$ cat src/rtl/core/urlenc_pkg.sv
`default_nettype none
// ----------------------------------------------------------------------------
// urlenc_pkg
// shared types and character constants for the url percent encoder
// ----------------------------------------------------------------------------
package urlenc_pkg;

    localparam int CHAR_W  = 8;
    localparam int COUNT_W = 2;
    localparam int SLASH_W = 2;

    // output tdata width, padded to whole bytes
    localparam int RESULT_W = COUNT_W + 3 * CHAR_W;
    localparam int TDATA_W  = ((RESULT_W + 7) / 8) * 8;

    localparam logic [COUNT_W-1:0] COUNT_PLAIN   = 2'd1;
    localparam logic [COUNT_W-1:0] COUNT_ESCAPED = 2'd3;

    localparam logic [SLASH_W-1:0] SLASH_MAX = 2'd3;

    localparam logic [CHAR_W-1:0] CH_SPACE     = 8'h20;
    localparam logic [CHAR_W-1:0] CH_DQUOTE    = 8'h22;
    localparam logic [CHAR_W-1:0] CH_PERCENT   = 8'h25;
    localparam logic [CHAR_W-1:0] CH_SLASH     = 8'h2F;
    localparam logic [CHAR_W-1:0] CH_LESS      = 8'h3C;
    localparam logic [CHAR_W-1:0] CH_GREATER   = 8'h3E;
    localparam logic [CHAR_W-1:0] CH_QUESTION  = 8'h3F;
    localparam logic [CHAR_W-1:0] CH_LBRACKET  = 8'h5B;
    localparam logic [CHAR_W-1:0] CH_BACKSLASH = 8'h5C;
    localparam logic [CHAR_W-1:0] CH_RBRACKET  = 8'h5D;
    localparam logic [CHAR_W-1:0] CH_CARET     = 8'h5E;
    localparam logic [CHAR_W-1:0] CH_BACKTICK  = 8'h60;
    localparam logic [CHAR_W-1:0] CH_LBRACE    = 8'h7B;
    localparam logic [CHAR_W-1:0] CH_RBRACE    = 8'h7D;
    localparam logic [CHAR_W-1:0] CH_DEL       = 8'h7F;
    localparam logic [CHAR_W-1:0] CH_DIGIT0    = 8'h30;
    localparam logic [CHAR_W-1:0] CH_ALPHA_OFS = 8'h37;  // 'A' - 10

    typedef struct packed {
        logic [CHAR_W-1:0]  out_third;
        logic [CHAR_W-1:0]  out_second;
        logic [CHAR_W-1:0]  out_first;
        logic [COUNT_W-1:0] out_count;
    } result_t;

    typedef struct packed {
        logic [SLASH_W-1:0] slash_count;
        logic               bracket_escape;
    } scan_state_t;

endpackage : urlenc_pkg
`default_nettype wire

$ cat src/rtl/core/urlenc_classify.sv
`default_nettype none
// ----------------------------------------------------------------------------
// urlenc_classify
// per-byte escape decision, hex digit generation and scan state update
// ----------------------------------------------------------------------------
module urlenc_classify (
    input  wire logic [urlenc_pkg::CHAR_W-1:0] char_in,
    input  wire logic                          last_in,
    input  wire urlenc_pkg::scan_state_t       state_cur,
    output      urlenc_pkg::scan_state_t       state_next,
    output      urlenc_pkg::result_t           result
);
    import urlenc_pkg::*;

    function automatic logic [CHAR_W-1:0] hex_digit(input logic [3:0] nib);
        logic [CHAR_W-1:0] wide;
        wide = {4'h0, nib};
        if (nib < 4'd10)
        begin
            return wide + CH_DIGIT0;
        end
        return wide + CH_ALPHA_OFS;
    endfunction

    logic [SLASH_W-1:0] slash_upd;
    logic               bracket_upd;
    logic               always_esc;
    logic               bracket_char;
    logic               escape;

    always_comb
    begin
        // slash count and bracket flag update before the byte is classified
        slash_upd = state_cur.slash_count;
        if (char_in == CH_SLASH && state_cur.slash_count != SLASH_MAX)
        begin
            slash_upd = state_cur.slash_count + 2'd1;
        end
        bracket_upd = state_cur.bracket_escape || (slash_upd == SLASH_MAX)
                      || (char_in == CH_QUESTION);

        always_esc = (char_in <= CH_SPACE) || (char_in >= CH_DEL)
                     || (char_in == CH_DQUOTE) || (char_in == CH_LESS)
                     || (char_in == CH_GREATER) || (char_in == CH_BACKSLASH)
                     || (char_in == CH_CARET) || (char_in == CH_BACKTICK)
                     || ((char_in >= CH_LBRACE) && (char_in <= CH_RBRACE));
        bracket_char = (char_in == CH_LBRACKET) || (char_in == CH_RBRACKET);
        escape = always_esc || (bracket_upd && bracket_char);

        if (escape)
        begin
            result.out_count  = COUNT_ESCAPED;
            result.out_first  = CH_PERCENT;
            result.out_second = hex_digit(char_in[7:4]);
            result.out_third  = hex_digit(char_in[3:0]);
        end
        else
        begin
            result.out_count  = COUNT_PLAIN;
            result.out_first  = char_in;
            result.out_second = '0;
            result.out_third  = '0;
        end

        // end of url starts a fresh scan
        if (last_in)
        begin
            state_next.slash_count    = '0;
            state_next.bracket_escape = 1'b0;
        end
        else
        begin
            state_next.slash_count    = slash_upd;
            state_next.bracket_escape = bracket_upd;
        end
    end

endmodule : urlenc_classify
`default_nettype wire

$ cat src/rtl/core/url_percent_encoder_top.sv
`default_nettype none
// ----------------------------------------------------------------------------
// url_percent_encoder_top
// percent-encodes a url stream, one byte in and one result out per transfer
// ----------------------------------------------------------------------------
// output: the result of an input transfer is registered and shows on the output in the next cycle
// throughput: one byte per cycle while m_axis_tready is high; a stalled result register holds off new bytes
// reset: rst_n clears the result valid flag, the slash count and the
//   bracket flag; the block accepts bytes in the first cycle after reset
// ----------------------------------------------------------------------------
module url_percent_encoder_top (
    input  wire logic                           clk,
    input  wire logic                           rst_n,
    // input stream
    input  wire logic                           s_axis_tvalid,
    output      logic                           s_axis_tready,
    input  wire logic [7:0]                     s_axis_tdata,   // [7:0] char_in
    input  wire logic                           s_axis_tlast,   // last_in
    // output stream
    output      logic                           m_axis_tvalid,
    input  wire logic                           m_axis_tready,
    // [1:0] out_count, [9:2] out_first, [17:10] out_second,
    // [25:18] out_third, [31:26] zero
    output      logic [urlenc_pkg::TDATA_W-1:0] m_axis_tdata,
    output      logic                           m_axis_tlast    // last_out
);
    import urlenc_pkg::*;

    scan_state_t state_reg;
    scan_state_t state_next;
    result_t     result_next;
    result_t     result_reg;
    logic        last_reg;
    logic        valid_reg;
    logic        in_xfer;

    // the result register frees up in the same cycle it is drained, so a
    // new byte is taken whenever the output is empty or being taken
    assign s_axis_tready = !valid_reg || m_axis_tready;
    assign in_xfer       = s_axis_tvalid && s_axis_tready;

    urlenc_classify u_classify (
        .char_in    (s_axis_tdata[CHAR_W-1:0]),
        .last_in    (s_axis_tlast),
        .state_cur  (state_reg),
        .state_next (state_next),
        .result     (result_next)
    );

    // scan state and output valid
    always_ff @(posedge clk or negedge rst_n)
    begin
        if (!rst_n)
        begin
            state_reg <= '0;
            valid_reg <= 1'b0;
        end
        else
        begin
            if (in_xfer)
            begin
                state_reg <= state_next;
            end
            if (s_axis_tready)
            begin
                valid_reg <= s_axis_tvalid;
            end
        end
    end

    // result payload, no reset needed
    always_ff @(posedge clk)
    begin
        if (in_xfer)
        begin
            result_reg <= result_next;
            last_reg   <= s_axis_tlast;
        end
    end

    assign m_axis_tvalid = valid_reg;
    assign m_axis_tdata  = {{(TDATA_W - RESULT_W){1'b0}}, result_reg};
    assign m_axis_tlast  = last_reg;

endmodule : url_percent_encoder_top
`default_nettype wire

$ cat config.mk
export PLATFORM = sky130hd
export DESIGN_NAME = url_percent_encoder_top
export DESIGN_NICKNAME = d
export VERILOG_FILES = /design/src/rtl/core/urlenc_pkg.sv /design/src/rtl/core/urlenc_classify.sv /design/src/rtl/core/url_percent_encoder_top.sv
export SDC_FILE = /design/constraint.sdc
export NUM_CORES = 1
export LEC_CHECK = 0
export BUFFER_PORTS_ARGS = -buffer_cell sky130_fd_sc_hd__buf_2
export CAP_MARGIN = 25
export CORE_AREA = 2 2 63 65
export CTS_CLUSTER_SIZE = 30
export DETAILED_ROUTE_END_ITERATION = 16
export DIE_AREA = 0 0 65 67
export HOLD_SLACK_MARGIN = 0.02
export PLACE_DENSITY = 0.67
export SYNTH_ARGS = -nofsm -noshare
export SYNTH_HDL_FRONTEND = slang
export SYNTH_SLANG_ARGS = --single-unit
$ cat constraint.sdc
create_clock -name clk -period 3 [get_ports clk]
set_input_delay 0.75 -clock clk [delete_from_list [all_inputs] [get_ports clk]]
set_output_delay 0.75 -clock clk [all_outputs]
set_load 0.02 [all_outputs]
Yosys cells after proc, flatten, opt, wreduce, memory -nomap -nowiden
Cells that the tools add are included.
{"block": "classes", "addsub": 5, "n_lt_le_gt_ge": 6, "eq_ne": 12, "muxes": 11, "reduce_logical": 18}
{"cell": "$eq 8x6->1 const B", "count": 5}
{"cell": "$eq 8x7->1 const B", "count": 5}
{"cell": "$mux 8", "count": 4}
{"cell": "$add 4x6->7 const B", "count": 4}
{"cell": "$ge 8x7->1 const B", "count": 2}
{"cell": "$logic_or 1x1->1", "count": 13}
{"cell": "$le 8x6->1 const B", "count": 1}
{"cell": "$le 8x7->1 const B", "count": 1}
{"cell": "$lt 4x4->1 const B", "count": 2}
{"cell": "$logic_and 1x1->1", "count": 4}
{"cell": "$mux 1", "count": 4}
{"cell": "$mux 2", "count": 2}
{"cell": "$mux 3", "count": 1}
{"cell": "$add 2x1->2 const B", "count": 1}
{"cell": "$eq 2x2->1 const B", "count": 1}
{"cell": "$ne 2x2->1 const B", "count": 1}
{"cell": "$logic_not 1->1", "count": 1}
{"block": "word_totals", "register_bits": 31, "inputBits": 13, "out_inout_bits": 35, "wordCells": 60}

Logic depth before layout (Yosys ltp)
{"block": "logic_depth", "ltp_word": 12, "ltp_mapped": 8, "depth_no_buf": 7}

Modules after synthesis
Synthesis repeated with hierarchy kept, for this count alone.
{"block": "unflattened", "cells_unflattened": 142, "area_unflattened_um2": 1725.4}
{"mod": "url_percent_encoder_top", "instances": 1, "cells_per_inst": 45, "area_each_um2": 1041.0, "seq_area_each_um2": 910.9}
{"mod": "urlenc_classify", "instances": 1, "cells_per_inst": 97, "area_each_um2": 684.4, "seq_area_each_um2": 0.0}

Worst setup path before layout
No wires, ideal clock.
{"block": "synth_path", "kind": "input-to-reg", "from": "input s_axis_tdata[0]", "to": "register result_reg, in the netlist m_axis_tdata[7], data pin", "t_arrival_ps": 2805, "t_required_ps": 2743, "slack_ps": -62, "path_stages": 7, "path_buffers": 1, "path_cell_list": "ha_1 or3b_1 or4b_4 a311o_1 a2111oi_2 buf_2 nand2_1"}
{"block": "synth_via", "elab_chain_cells": 10}
{"element": "start, declared", "line_no": "url_percent_encoder_top.sv:17", "rtl": "input wire logic [7:0] s_axis_tdata,"}
{"element": "$le 8x6->1 or $ge 8x7->1 (tied branches)", "line_no": "urlenc_classify.sv:42", "rtl": "always_esc = (char_in <= CH_SPACE) || (char_in >= CH_DEL)"}
{"element": "$logic_or 1x1->1", "line_no": "urlenc_classify.sv:42"}
{"element": "$logic_or 1x1->1 (2 in series)", "line_no": "urlenc_classify.sv:43", "rtl": "|| (char_in == CH_DQUOTE) || (char_in == CH_LESS)"}
{"element": "$logic_or 1x1->1 (2 in series)", "line_no": "urlenc_classify.sv:44", "rtl": "|| (char_in == CH_GREATER) || (char_in == CH_BACKSLASH)"}
{"element": "$logic_or 1x1->1 (2 in series)", "line_no": "urlenc_classify.sv:45", "rtl": "|| (char_in == CH_CARET) || (char_in == CH_BACKTICK)"}
{"element": "$logic_or 1x1->1", "line_no": "urlenc_classify.sv:46", "rtl": "|| ((char_in >= CH_LBRACE) && (char_in <= CH_RBRACE));"}
{"element": "$logic_or 1x1->1 *", "line_no": "urlenc_classify.sv:48", "rtl": "escape = always_esc || (bracket_upd && bracket_char);"}
{"element": "end signal, assigned", "line_no": "url_percent_encoder_top.sv:76", "rtl": "result_reg <= result_next;"}
{"element": "end, declared", "line_no": "url_percent_encoder_top.sv:32", "rtl": "result_t result_reg;"}
Every way passes the cells marked *; elsewhere a longest branch is shown, timed or not.
A chain may end at the register's enable or synchronous reset.

Worst setup path after layout
{"block": "layout_path", "from": "input s_axis_tdata[1]", "to": "register result_reg, in the netlist m_axis_tdata[19], data pin"}
{"block": "layout_via", "elab_chain_cells": 10}
{"element": "$le 8x6->1 or $ge 8x7->1 (tied branches)", "line_no": "urlenc_classify.sv:42"}
{"element": "$logic_or 1x1->1", "line_no": "urlenc_classify.sv:42"}
{"element": "$logic_or 1x1->1 (2 in series)", "line_no": "urlenc_classify.sv:43"}
{"element": "$logic_or 1x1->1 (2 in series)", "line_no": "urlenc_classify.sv:44"}
{"element": "$logic_or 1x1->1 (2 in series)", "line_no": "urlenc_classify.sv:45"}
{"element": "$logic_or 1x1->1", "line_no": "urlenc_classify.sv:46"}
{"element": "$logic_or 1x1->1", "line_no": "urlenc_classify.sv:48"}
Several ways; a longest one is shown, not always the timed one. The select of a mux whose other input is x is not followed.

==> flow_metrics.tcl <==
set metrics [dict create \
    status "finished with violations" \
    violations "negative setup slack" \
    wl_per_cell_um 12.2 \
    arrival_ps 3040 \
    start_util_pct 41.9 \
    holdCritPathClass "in2async" \
    peakVddDrop_mv 0.285 \
    postLayoutCellArea_um2 1970 \
    setup-tns-final_ps -265 \
    ctsHoldBuffers 0 \
    clk_path_buf_depth 2 \
    yosysWarningCount 0 \
    syn_area_per_cell_um2 11.3 \
    clk_latency_ps 270 \
    pwr_density_cell_nw_per_um2 470 \
    fin_ws_ps -32.0 \
    wirelength_um 2870 \
    ys_top_cells_by_area "edfxtp_1 (48%), ha_1 (8.3%), dfrtp_1 (6.6%)" \
    path_cells "buf_8 -> ha_4 -> or3b_4 -> or4b_4 -> a311o_1 -> a2111oi_4 -> buf_4 -> buf_4 -> a221oi_1" \
    die_x_um 65 \
    synth_top_area_share_pct 47.7 \
    crit_path_max_incr_delay_ps 530 \
    viasPerCell 4.72 \
    antenna_found_initial 0 \
    dpl.cell_count 224 \
    n_fill_cell 300 \
    numCtsBuffers 3 \
    ios 48 \
    critical-path-top-delay-family "simple AND/OR/NAND/NOR gates" \
    largest_reg_flops 23 \
    seq_area_frac_synth_pct 54.3 \
    cts_tree "built" \
    cts-htree-levels 1 \
    leakage_nw 0.850 \
    max_freq_mhz 330 \
    critPathBufInv 3 \
    slowest_stage "or4b_4" \
    clkSinkCount 28 \
    synth_area_um2 1510 \
    num_rows 22 \
    multi_input_area_um2 633 \
    hold_ws_ps 266 \
    layout-drive-gt1-share_pct 36.9 \
    rrSetupSlack_ps 370 \
    synthArstFlopShare_pct 14.3 \
    grt_max_degree 25 \
    ys.flop_type "edfxtp_1" \
    hold_viol 0 \
    die_area_um2 4360 \
    r2r_start "state_reg[1]" \
    first_pass_iters 4 \
    worstSetupPathType "in2reg" \
    crit_cells 9 \
    dp_hpwl_um 2090 \
    finClkSkew_ps 2.71 \
    register_area_um2 821 \
    final_cell_mix "buf_2 (37), edfxtp_1 (24), buf_4 (14)" \
    place_worst_setup_slack_ps -285 \
    syn_inst 134 \
    layout_min_cycle_time_ps 3030 \
    dr.first_iter.drc_count 30 \
    final_cells 235 \
    root_buffer "clkbuf_8" \
    p_total_mw 0.925 \
    setup_viol 14 \
    synth_edf_count 24 \
    vias 1110 \
    synth_cell_type_count 38 \
    synth.largest_area_cell "edfxtp_1" \
    grtUsageTotal_pct 12.8 \
    min_period_over_period_pct 101 \
    n_antenna_cell 0 \
    drcViolationCount 0 \
    grt_pass1_vias 952 \
    area_growth_pct 30.2 \
    grt_pass1_wl_um 4330 \
    ant_nets 0 \
    final_util_pct 54.5 \
    critPathLaunchType "input port" \
    final_net_count 211 \
    fp.dieH_um 67 \
    drv_cap 0 \
    coreArea_um2 3610 \
    slew_viol_final 0 \
    critPathMaxFanout 4 \
    place_congestion 0.832 \
    overflow 0 \
    path_clk_slew_ps 90 \
    cp.required_ps 3010 \
    rsz0062_at_grt "true" \
    endpoint_kind "register" \
    synth-seq-cells 28 \
    regToRegEndpoint "m_axis_tdata[19]" \
    final_common_cell "buf_2" \
    placedInstanceArea_um2 1800 \
    path_common_cell "buf_4" \
    portBuffers 38 \
    reg2reg_depth 7 \
]
## power by group
group	total [mW]	internal [mW]	leakage [nW]	switching [mW]
Combinational	0.178	0.0684	0.532	0.110
Clock	0.289	0.178	0.0357	0.110
Sequential	0.458	0.452	0.282	0.00618
Total	0.925	0.699	0.850	0.226
## synthesized netlist by cell type (2+ instances only)
cell	number
nor2b_1	3
buf_2	2
nand3_1	2
a21oi_1	5
o21a_1	3
clkbuf_1	3
and2_1	4
ha_1	10
buf_4	10
nand2b_1	3
dfrtp_1	4
a211oi_1	2
xnor2_1	2
or3_1	3
edfxtp_1	24
inv_1	7
o21ai_1	2
nand2_1	10
o21ai_0	2
conb_1	2
nor2_1	12
nor3_1	3
## kinds of logic (layout without fill, tap and decap cells)
family          Yosys count  after routing  synth area share, %
flops                    28             28                 54.3
xor+xnor                  2              2                 1.16
simple gates             47             47                 16.9
fa+ha+maj                10             10                 8.29
buf+inv                  23             68                 8.37
compound gates           21             21                 9.78
mux                       1              1                0.663
other cells               2             10                0.497
## layout make-up
type | count | share of cell area [%]
clock inverter | 1 | 1.53
tap | 48 | 3.06
multi-input combinational | 91 | 32.2
clock buffer | 3 | 2.10
sequential | 28 | 41.8
inverter | 8 | 1.53
timing repair buffer | 56 | 17.8
## repair_timing
action	4_1_cts	5_1_grt
gates cloned	1	1
setup buffers	1	4
pin swaps	1	5
setup endpoints to repair	1	17
gates resized for setup	1	15
## routing by layer
layer	track usage (%)	wire length (µm)
met5	0	0
met2	22.4	1440
met4	5.59	33
met3	0.676	129
met1	16.3	1260
## how the worst max path moves through the flow
stage                          startpoint  slack (ps)                to
final                     s_axis_tdata[1]         -30  m_axis_tdata[19]
after global routing      s_axis_tdata[1]        -100   m_axis_tdata[4]
after CTS                 s_axis_tdata[0]          40  m_axis_tdata[21]
after detailed placement  s_axis_tdata[0]        -280  m_axis_tdata[11]
after global placement    s_axis_tdata[0]        -200  m_axis_tdata[11]
after floorplan           s_axis_tdata[7]          -3  m_axis_tdata[19]
(Power assumes the default switching activity.)
